`src/design/pdcs_pkg.sv`:
```
// Shared constants and types for the phase DAC code stepper.
package pdcs_pkg;

   localparam int REQ_TDATA_W = 24;
   localparam int REQ_TUSER_W = 2;
   localparam int RSP_TDATA_W = 16;
   localparam int DAC_W       = 6;
   localparam int GM_W        = 3;
   localparam int COUNT_W     = 8;

   // Special DAC values around a segment boundary
   localparam logic [DAC_W-1:0] DAC_SEG_LOW = 6'd48;
   localparam logic [DAC_W-1:0] DAC_TURN    = 6'd49;
   localparam logic [DAC_W-1:0] DAC_ALT     = 6'd50;
   localparam logic [DAC_W-1:0] DAC_TOP     = 6'd51;
   localparam logic [DAC_W-1:0] DAC_ZERO    = 6'd0;

   localparam logic [GM_W-1:0] GM_TOP  = 3'd7;
   localparam logic [GM_W-1:0] GM_PEN  = 3'd6;
   localparam logic [GM_W-1:0] GM_ONE  = 3'd1;

   localparam logic [REQ_TUSER_W-1:0] CMD_LOAD = 2'd0;
   localparam logic [REQ_TUSER_W-1:0] CMD_UP   = 2'd1;
   localparam logic [REQ_TUSER_W-1:0] CMD_DOWN = 2'd2;

   typedef struct packed {
      logic [DAC_W-1:0] dac;
      logic [GM_W-1:0]  gm;
      logic             dummy;
   } code_type;

   function automatic logic [GM_W-1:0] to_gray(input logic [GM_W-1:0] bin);
      to_gray = bin ^ (bin >> 1);
   endfunction

endpackage

```
`src/design/phase_dac_code_stepper_core.sv`:
```
// Phase DAC code stepper: sequenced one-position-per-cycle walk through the code space.
//
// Each transaction on req_ is a command: load the code, or step it up or down
// step_count positions (0 counts as 1); other commands leave the code as it is.
// One shared move unit advances the code by one position per clock in the step
// state. A load goes from idle to the finish state; a step goes through the step
// state first. A step ends early when the walk stops at an end of the code space
// (end flag set). In the finish state the code is loaded into the result register
// and the sequencer goes back to idle. A finished command waits in the sequencer
// while an earlier result is still held on rsp_. One command is in progress at a
// time; req_tready is high only when the sequencer is idle, and the result
// register lets a new command be taken while the previous result still waits on
// rsp_.
module phase_dac_code_stepper_core import pdcs_pkg::*; (
   input  logic                   clock,
   input  logic                   reset,
   input  logic                   req_tvalid,
   output logic                   req_tready,
   // [7:0] step_count, [13:8] load_dac, [16:14] load_gm, [17] load_dummy, [23:18] zero
   input  logic [REQ_TDATA_W-1:0] req_tdata,
   // [1:0] command
   input  logic [REQ_TUSER_W-1:0] req_tuser,
   output logic                   rsp_tvalid,
   input  logic                   rsp_tready,
   // [5:0] dac_code, [8:6] gm_binary, [11:9] gm_gray, [12] dummy_clock,
   // [13] end_stop, [15:14] zero
   output logic [RSP_TDATA_W-1:0] rsp_tdata
);

   typedef enum logic [1:0] {ST_IDLE, ST_STEP, ST_FINISH} state_type;

   state_type          state_ff;
   code_type           code_ff;
   logic               up_ff;
   logic [COUNT_W-1:0] remain_ff;
   logic               hit_ff;
   logic               rsp_valid_ff;
   logic [RSP_TDATA_W-1:0] rsp_data_ff;

   logic [COUNT_W-1:0] req_count;
   logic [DAC_W-1:0]   req_dac;
   logic [GM_W-1:0]    req_gm;
   logic               req_dummy;
   logic               accept;
   logic               slot_free;

   code_type           move_code;
   logic               move_hit;

   assign req_count = req_tdata[7:0];
   assign req_dac   = req_tdata[13:8];
   assign req_gm    = req_tdata[16:14];
   assign req_dummy = req_tdata[17];

   assign req_tready = (state_ff == ST_IDLE);
   assign accept     = req_tvalid && req_tready;
   assign slot_free  = !rsp_valid_ff || rsp_tready;

   assign rsp_tvalid = rsp_valid_ff;
   assign rsp_tdata  = rsp_data_ff;

   // Shared move unit: one position up or down
   always_comb begin
      move_code = code_ff;
      move_hit  = 1'b0;
      if (up_ff) begin
         if (code_ff.dac == DAC_TURN) begin
            if (code_ff.gm == GM_PEN) begin
               move_code.dac   = DAC_TOP;
               move_code.dummy = 1'b0;
            end else if (code_ff.gm == GM_TOP) begin
               move_code.dac = DAC_SEG_LOW;
            end else begin
               move_code.dac   = DAC_ALT;
               move_code.dummy = 1'b0;
            end
         end else if (code_ff.dac == DAC_ALT || code_ff.dac == DAC_TOP) begin
            if (code_ff.gm == GM_PEN) begin
               move_code.dac   = DAC_TURN;
               move_code.gm    = GM_TOP;
               move_code.dummy = 1'b1;
            end else if (code_ff.gm == GM_TOP) begin
               move_hit = 1'b1;
            end else begin
               move_code.dac   = DAC_ZERO;
               move_code.gm    = code_ff.gm + GM_ONE;
               move_code.dummy = 1'b1;
            end
         end else if (code_ff.gm == GM_TOP) begin
            if (code_ff.dac == DAC_ZERO) begin
               move_hit = 1'b1;
            end else begin
               move_code.dac = code_ff.dac - 6'd1;
            end
         end else begin
            move_code.dac = code_ff.dac + 6'd1;
         end
      end else begin
         if (code_ff.gm == GM_TOP) begin
            if (code_ff.dac == DAC_TURN) begin
               move_code.dac   = DAC_TOP;
               move_code.gm    = GM_PEN;
               move_code.dummy = 1'b0;
            end else if (code_ff.dac == DAC_ALT || code_ff.dac == DAC_TOP) begin
               move_hit = 1'b1;
            end else begin
               move_code.dac = code_ff.dac + 6'd1;
            end
         end else if (code_ff.dac == DAC_ALT || code_ff.dac == DAC_TOP) begin
            move_code.dac   = DAC_TURN;
            move_code.dummy = 1'b1;
         end else if (code_ff.dac == DAC_ZERO) begin
            if (code_ff.gm > GM_ONE) begin
               move_code.gm    = code_ff.gm - GM_ONE;
               move_code.dac   = DAC_TOP;
               move_code.dummy = 1'b0;
            end else begin
               move_hit = 1'b1;
            end
         end else begin
            move_code.dac = code_ff.dac - 6'd1;
         end
      end
   end

   always_ff @(posedge clock) begin
      if (reset) begin
         state_ff     <= ST_IDLE;
         code_ff      <= '0;
         up_ff        <= 1'b0;
         remain_ff    <= '0;
         hit_ff       <= 1'b0;
         rsp_valid_ff <= 1'b0;
         rsp_data_ff  <= '0;
      end else begin
         if (rsp_valid_ff && rsp_tready && state_ff != ST_FINISH) begin
            rsp_valid_ff <= 1'b0;
         end
         case (state_ff)
            ST_IDLE: begin
               if (accept) begin
                  hit_ff    <= 1'b0;
                  up_ff     <= (req_tuser == CMD_UP);
                  remain_ff <= (req_count == '0) ? COUNT_W'(1) : req_count;
                  case (req_tuser)
                     CMD_LOAD: begin
                        code_ff.dac   <= (req_dac > DAC_TOP) ? DAC_TOP : req_dac;
                        code_ff.gm    <= req_gm;
                        code_ff.dummy <= req_dummy;
                        state_ff      <= ST_FINISH;
                     end
                     CMD_UP, CMD_DOWN: begin
                        state_ff <= ST_STEP;
                     end
                     default: begin
                        state_ff <= ST_FINISH;
                     end
                  endcase
               end
            end
            ST_STEP: begin
               code_ff   <= move_code;
               remain_ff <= remain_ff - COUNT_W'(1);
               if (move_hit) begin
                  hit_ff   <= 1'b1;
                  state_ff <= ST_FINISH;
               end else if (remain_ff == COUNT_W'(1)) begin
                  state_ff <= ST_FINISH;
               end
            end
            ST_FINISH: begin
               // a result taken this cycle is replaced here, otherwise the slot is empty
               if (slot_free) begin
                  rsp_valid_ff <= 1'b1;
                  rsp_data_ff  <= {2'b00, hit_ff, code_ff.dummy, to_gray(code_ff.gm),
                                   code_ff.gm, code_ff.dac};
                  state_ff     <= ST_IDLE;
               end
            end
            default: begin
               state_ff <= ST_IDLE;
            end
         endcase
      end
   end

endmodule

```
`config.mk`:
```
export PLATFORM = sky130hd
export DESIGN_NAME = phase_dac_code_stepper_core
export DESIGN_NICKNAME = d
export VERILOG_FILES = /design/src/design/pdcs_pkg.sv /design/src/design/phase_dac_code_stepper_core.sv
export SDC_FILE = /design/constraint.sdc
export NUM_CORES = 1
export LEC_CHECK = 0
export BUFFER_PORTS_ARGS = -buffer_cell sky130_fd_sc_hd__buf_2
export CORE_MARGIN = 2
export CORE_UTILIZATION = 32
export DETAILED_ROUTE_END_ITERATION = 6
export PLACE_DENSITY = 0.6
export SKIP_LAST_GASP = 1
export SLEW_MARGIN = 10
export SYNTH_ARGS = -nofsm -noshare
export SYNTH_HDL_FRONTEND = slang
export SYNTH_SLANG_ARGS = --single-unit
```
`constraint.sdc`:
```
create_clock -name clock -period 2.3 [get_ports clock]
set_input_delay 0.23 -clock clock [delete_from_list [all_inputs] [get_ports clock]]
set_output_delay 0.23 -clock clock [all_outputs]
set_load 0.05 [all_outputs]
```
==> run_results.csv <==
group,metric,value,unit
synth,synth.distinct_cells,69,
sta,maxSlewHeadroom,61.5,%
clocking,cts_num_sinks,36,
floorplanning,die_x,96.3,um
layout,nets,450,
clocking,path_clk_slew,0.08,ns
min_path,hold_path.class,"input pin to register",
pwr,seq_power_share,37.1,%
pwr,switching_share,40.2,%
detailed_routing,first_iter_violations,247,
layout,drive_gt1_share,23.2,%
detailed_routing,wl,7740,um
floorplanning,die_h,96.3,um
pwr,power_switching,0.000810,W
grt,antenna_found_initial,0,
worst_setup_path,path_max_fanout,7,
detailed_routing,via_count,2774,
sta,setup_tns,0,ns
place,dp_slack,0.153,ns
synth,ys_top_cells_by_area,"dfxtp_1, a21oi_1, ha_1",
synth,async_flop_share,0,%
grt,grt_pass1_wl,12700,um
worst_setup_path,cp-start-kind,"register",
floorplanning,io_pins,48,
synth,synth_ff_type,"dfxtp_1",
synth,ys_ff_latch,36,
sta,hold_viol,0,
synth,synth.cell_area,0.00273,sq mm
synth,netlist.area_leader.share,26.4,%
clocking,cts_resized,0,
pwr,leakage,1.27,nW
pwr,p_per_area,623,mW/mm^2
sta,finalCritPeriodShare,93.4,%
floorplanning,core_area,0.00826,sq mm
worst_setup_path,cp-end-kind,"register",
grt,grt_max_degree,19,
layout,final_util,39.1,%
sta,worst_slack,0.152,ns
layout,n_fill_cell,872,
detailed_routing,vias_per_cell,5.43,
pwr,internal_power,0.00120,W
synth,synthTopCellsByCount,"nand2_1, a21oi_1, dfxtp_1",
detailed_routing,drcViolationCount,0,
sta,finalSetupViolCount,0,
synth,synth_edf_count,0,
floorplanning,dieArea,0.00928,sq mm
detailed_routing,wl_per_cell,15.1,um
synth,avgSynthCellArea,7.58,sq um
clocking,clock_latency,0.30,ns
grt,grtUsageTotal,17.4,%
place,portBuffers,39,
clocking,cts_buffers,5,
outcome,status,"completed",
worst_setup_path,crit_arrival,2.35,ns
clocking,htree_num_levels,2,
grt,gr-total-overflow,0,
layout,area_growth,18.5,%
clocking,hold_buffers,0,
sta,maxSlewViolCount,0,
detailed_routing,firstDrtPassIters,4,
detailed_routing,ant_nets,0,
place,gp_congestion,0.903,
pwr,peakVddDrop,267,uV
synth,ys_warn_count,0,
clocking,cts_tree,"built",
floorplanning,initial_utilization,33.0,%
pwr,share_comb_of_total_power,39.7,%
synth,ys_seq_area_share,26.4,%
pwr,clockPowerShare,23.3,%
sta,skew,0.00561,ns
sta,rsz0062_at_grt,"no",
layout,antennaDiodeCount,0,
run,cap_violations,0,
worst_setup_path,worstSetupPathType,"register to register",
sta,tightestPinTransition,0.573,ns
worst_setup_path,required,2.50,ns
place,dp_hpwl,5860,um
synth,yosysTopAreaCell,"dfxtp_1",
clocking,post-cts-setup-buffer-count,0,
synth,postSynthCellCount,360,
floorplanning,row_count,33,
synth,yosysMostFrequentCell,"nand2_1",
sta,fin_crit,2.15,ns
sta,clock.fmax,466,MHz
grt,grt_pass1_vias,2516,
clocking,clockRootBuffer,"clkbuf_8",
clocking,cts_buffer_depth,2,
==> power groups by stage <==
| stage | registers (W) | clock network [W] | logic, W |
|---|---|---|---|
| 6_report | 0.000747 | 0.000469 | 0.000799 |
| 5_1_grt | 0.000756 | 0.000503 | 0.000882 |
| 4_1_cts | 0.000745 | 0.000481 | 0.000785 |
| 3_5_place_dp | 0.000759 | 0 | 0.000780 |
| 3_3_place_gp | 0.000758 | 0 | 0.000773 |
| 2_1_floorplan | 0.000759 | 0 | 0.000560 |
==> through the flow <==
step                      power [W]  cells  instance area (sq um)  hold slack, ns
after floorplan             0.00132    361                   2730           0.366
after global placement      0.00153    503                   3130           0.442
after detailed placement    0.00154    503                   3130           0.446
after CTS                   0.00201    511                   3220           0.169
after global routing        0.00214    511                   3230           0.179
final                       0.00201    511                   3230           0.173
==> cells by family (layout without fill, tap and decap cells) <==
kind of cell	Yosys count	in the layout	share of synthesized area [%]
adders and majority gates	15	15	6.88
AOI/OAI and AO/OA	122	122	32.1
xor gates and xnor gates	6	6	1.93
and+or+nand+nor	130	130	24.1
other	1	2	0.137
muxes	3	3	1.10
buffers and inverters	47	92	7.34
DFF	36	36	26.4
==> layout by cell type, fill, tap and decap left out, types with 2 or more instances in the layout <==
cell,instances
clkbuf_8,5
o211ai_1,5
o21ai_1,6
o21a_1,4
and3_1,4
o32ai_1,3
buf_4,28
a221oi_1,3
conb_1,2
nand3_1,9
nor2b_1,7
nor4_1,5
o21ai_0,4
and2_1,2
a311oi_1,7
nand2b_1,6
nand2_1,48
ha_1,14
inv_1,15
xnor2_1,3
or2_1,3
a2111oi_2,2
mux2i_1,3
a21oi_1,43
nor4b_1,2
nor3_1,12
a211oi_1,6
o221ai_1,3
o2111ai_1,2
nor2_1,20
a31oi_1,7
xor2_1,3
a211oi_2,2
o22ai_1,5
buf_2,39
a21o_1,2
clkinv_2,2
dfxtp_1,36
==> worst paths after layout <==
check / end / slack [ns] / start / depth (start not counted)
worst max-delay path: code_ff[6]$_SDFFE_PP0P_ / 0.15 / code_ff[4]$_SDFFE_PP0P_ / 7
worst min-delay path: remain_ff[3]$_SDFFE_PP0P_ / 0.17 / req_tdata[3] / 3
worst max register to register: code_ff[6]$_SDFFE_PP0P_ / 0.15 / code_ff[4]$_SDFFE_PP0P_ / 7
worst min register to register: rsp_tdata[3]$_SDFFE_PP0P_ / 0.45 / rsp_tdata[3]$_SDFFE_PP0P_ / 2
==> state kept, by name (all words and copies together), names as in the netlist <==
signal	count
remain_ff	8
state_ff	2
code_ff	10
hit_ff	1
rsp_tdata	13
up_ff	1
rsp_tvalid	1
==> area by class of cell <==
cell class | instances | area (sq um) | area share, %
clock buffer | 5 | 68.8 | 2.13
clock inverter | 3 | 18.8 | 0.581
inverter | 17 | 63.8 | 1.97
multi-input combinational | 278 | 1820 | 56.4
sequential | 36 | 721 | 22.3
tap | 105 | 131 | 4.07
timing repair buffer | 67 | 405 | 12.5
==> per-layer routing <==
metal | wire, um | track usage (%) | part of all wire, % | up-vias
met2 | 3620 | 28.5 | 47 | 61
met1 | 3700 | 23.1 | 48 | 1294
met5 | 0 | 0 | 0 | -
li1 | - | - | - | 1410
met3 | 311 | 2.98 | 4.0 | 9
met4 | 117 | 5.63 | 1.5 | 0
==> critical path: stages (launching register included) <==
cell,delay [ns]
dfxtp_1,0.45
inv_1,0.09
ha_1,0.25
nor2_1,0.28
o221ai_1,0.23
a211oi_2,0.28
nor2_1,0.16
a2111oi_2,0.30
(Power assumes the default switching activity.)
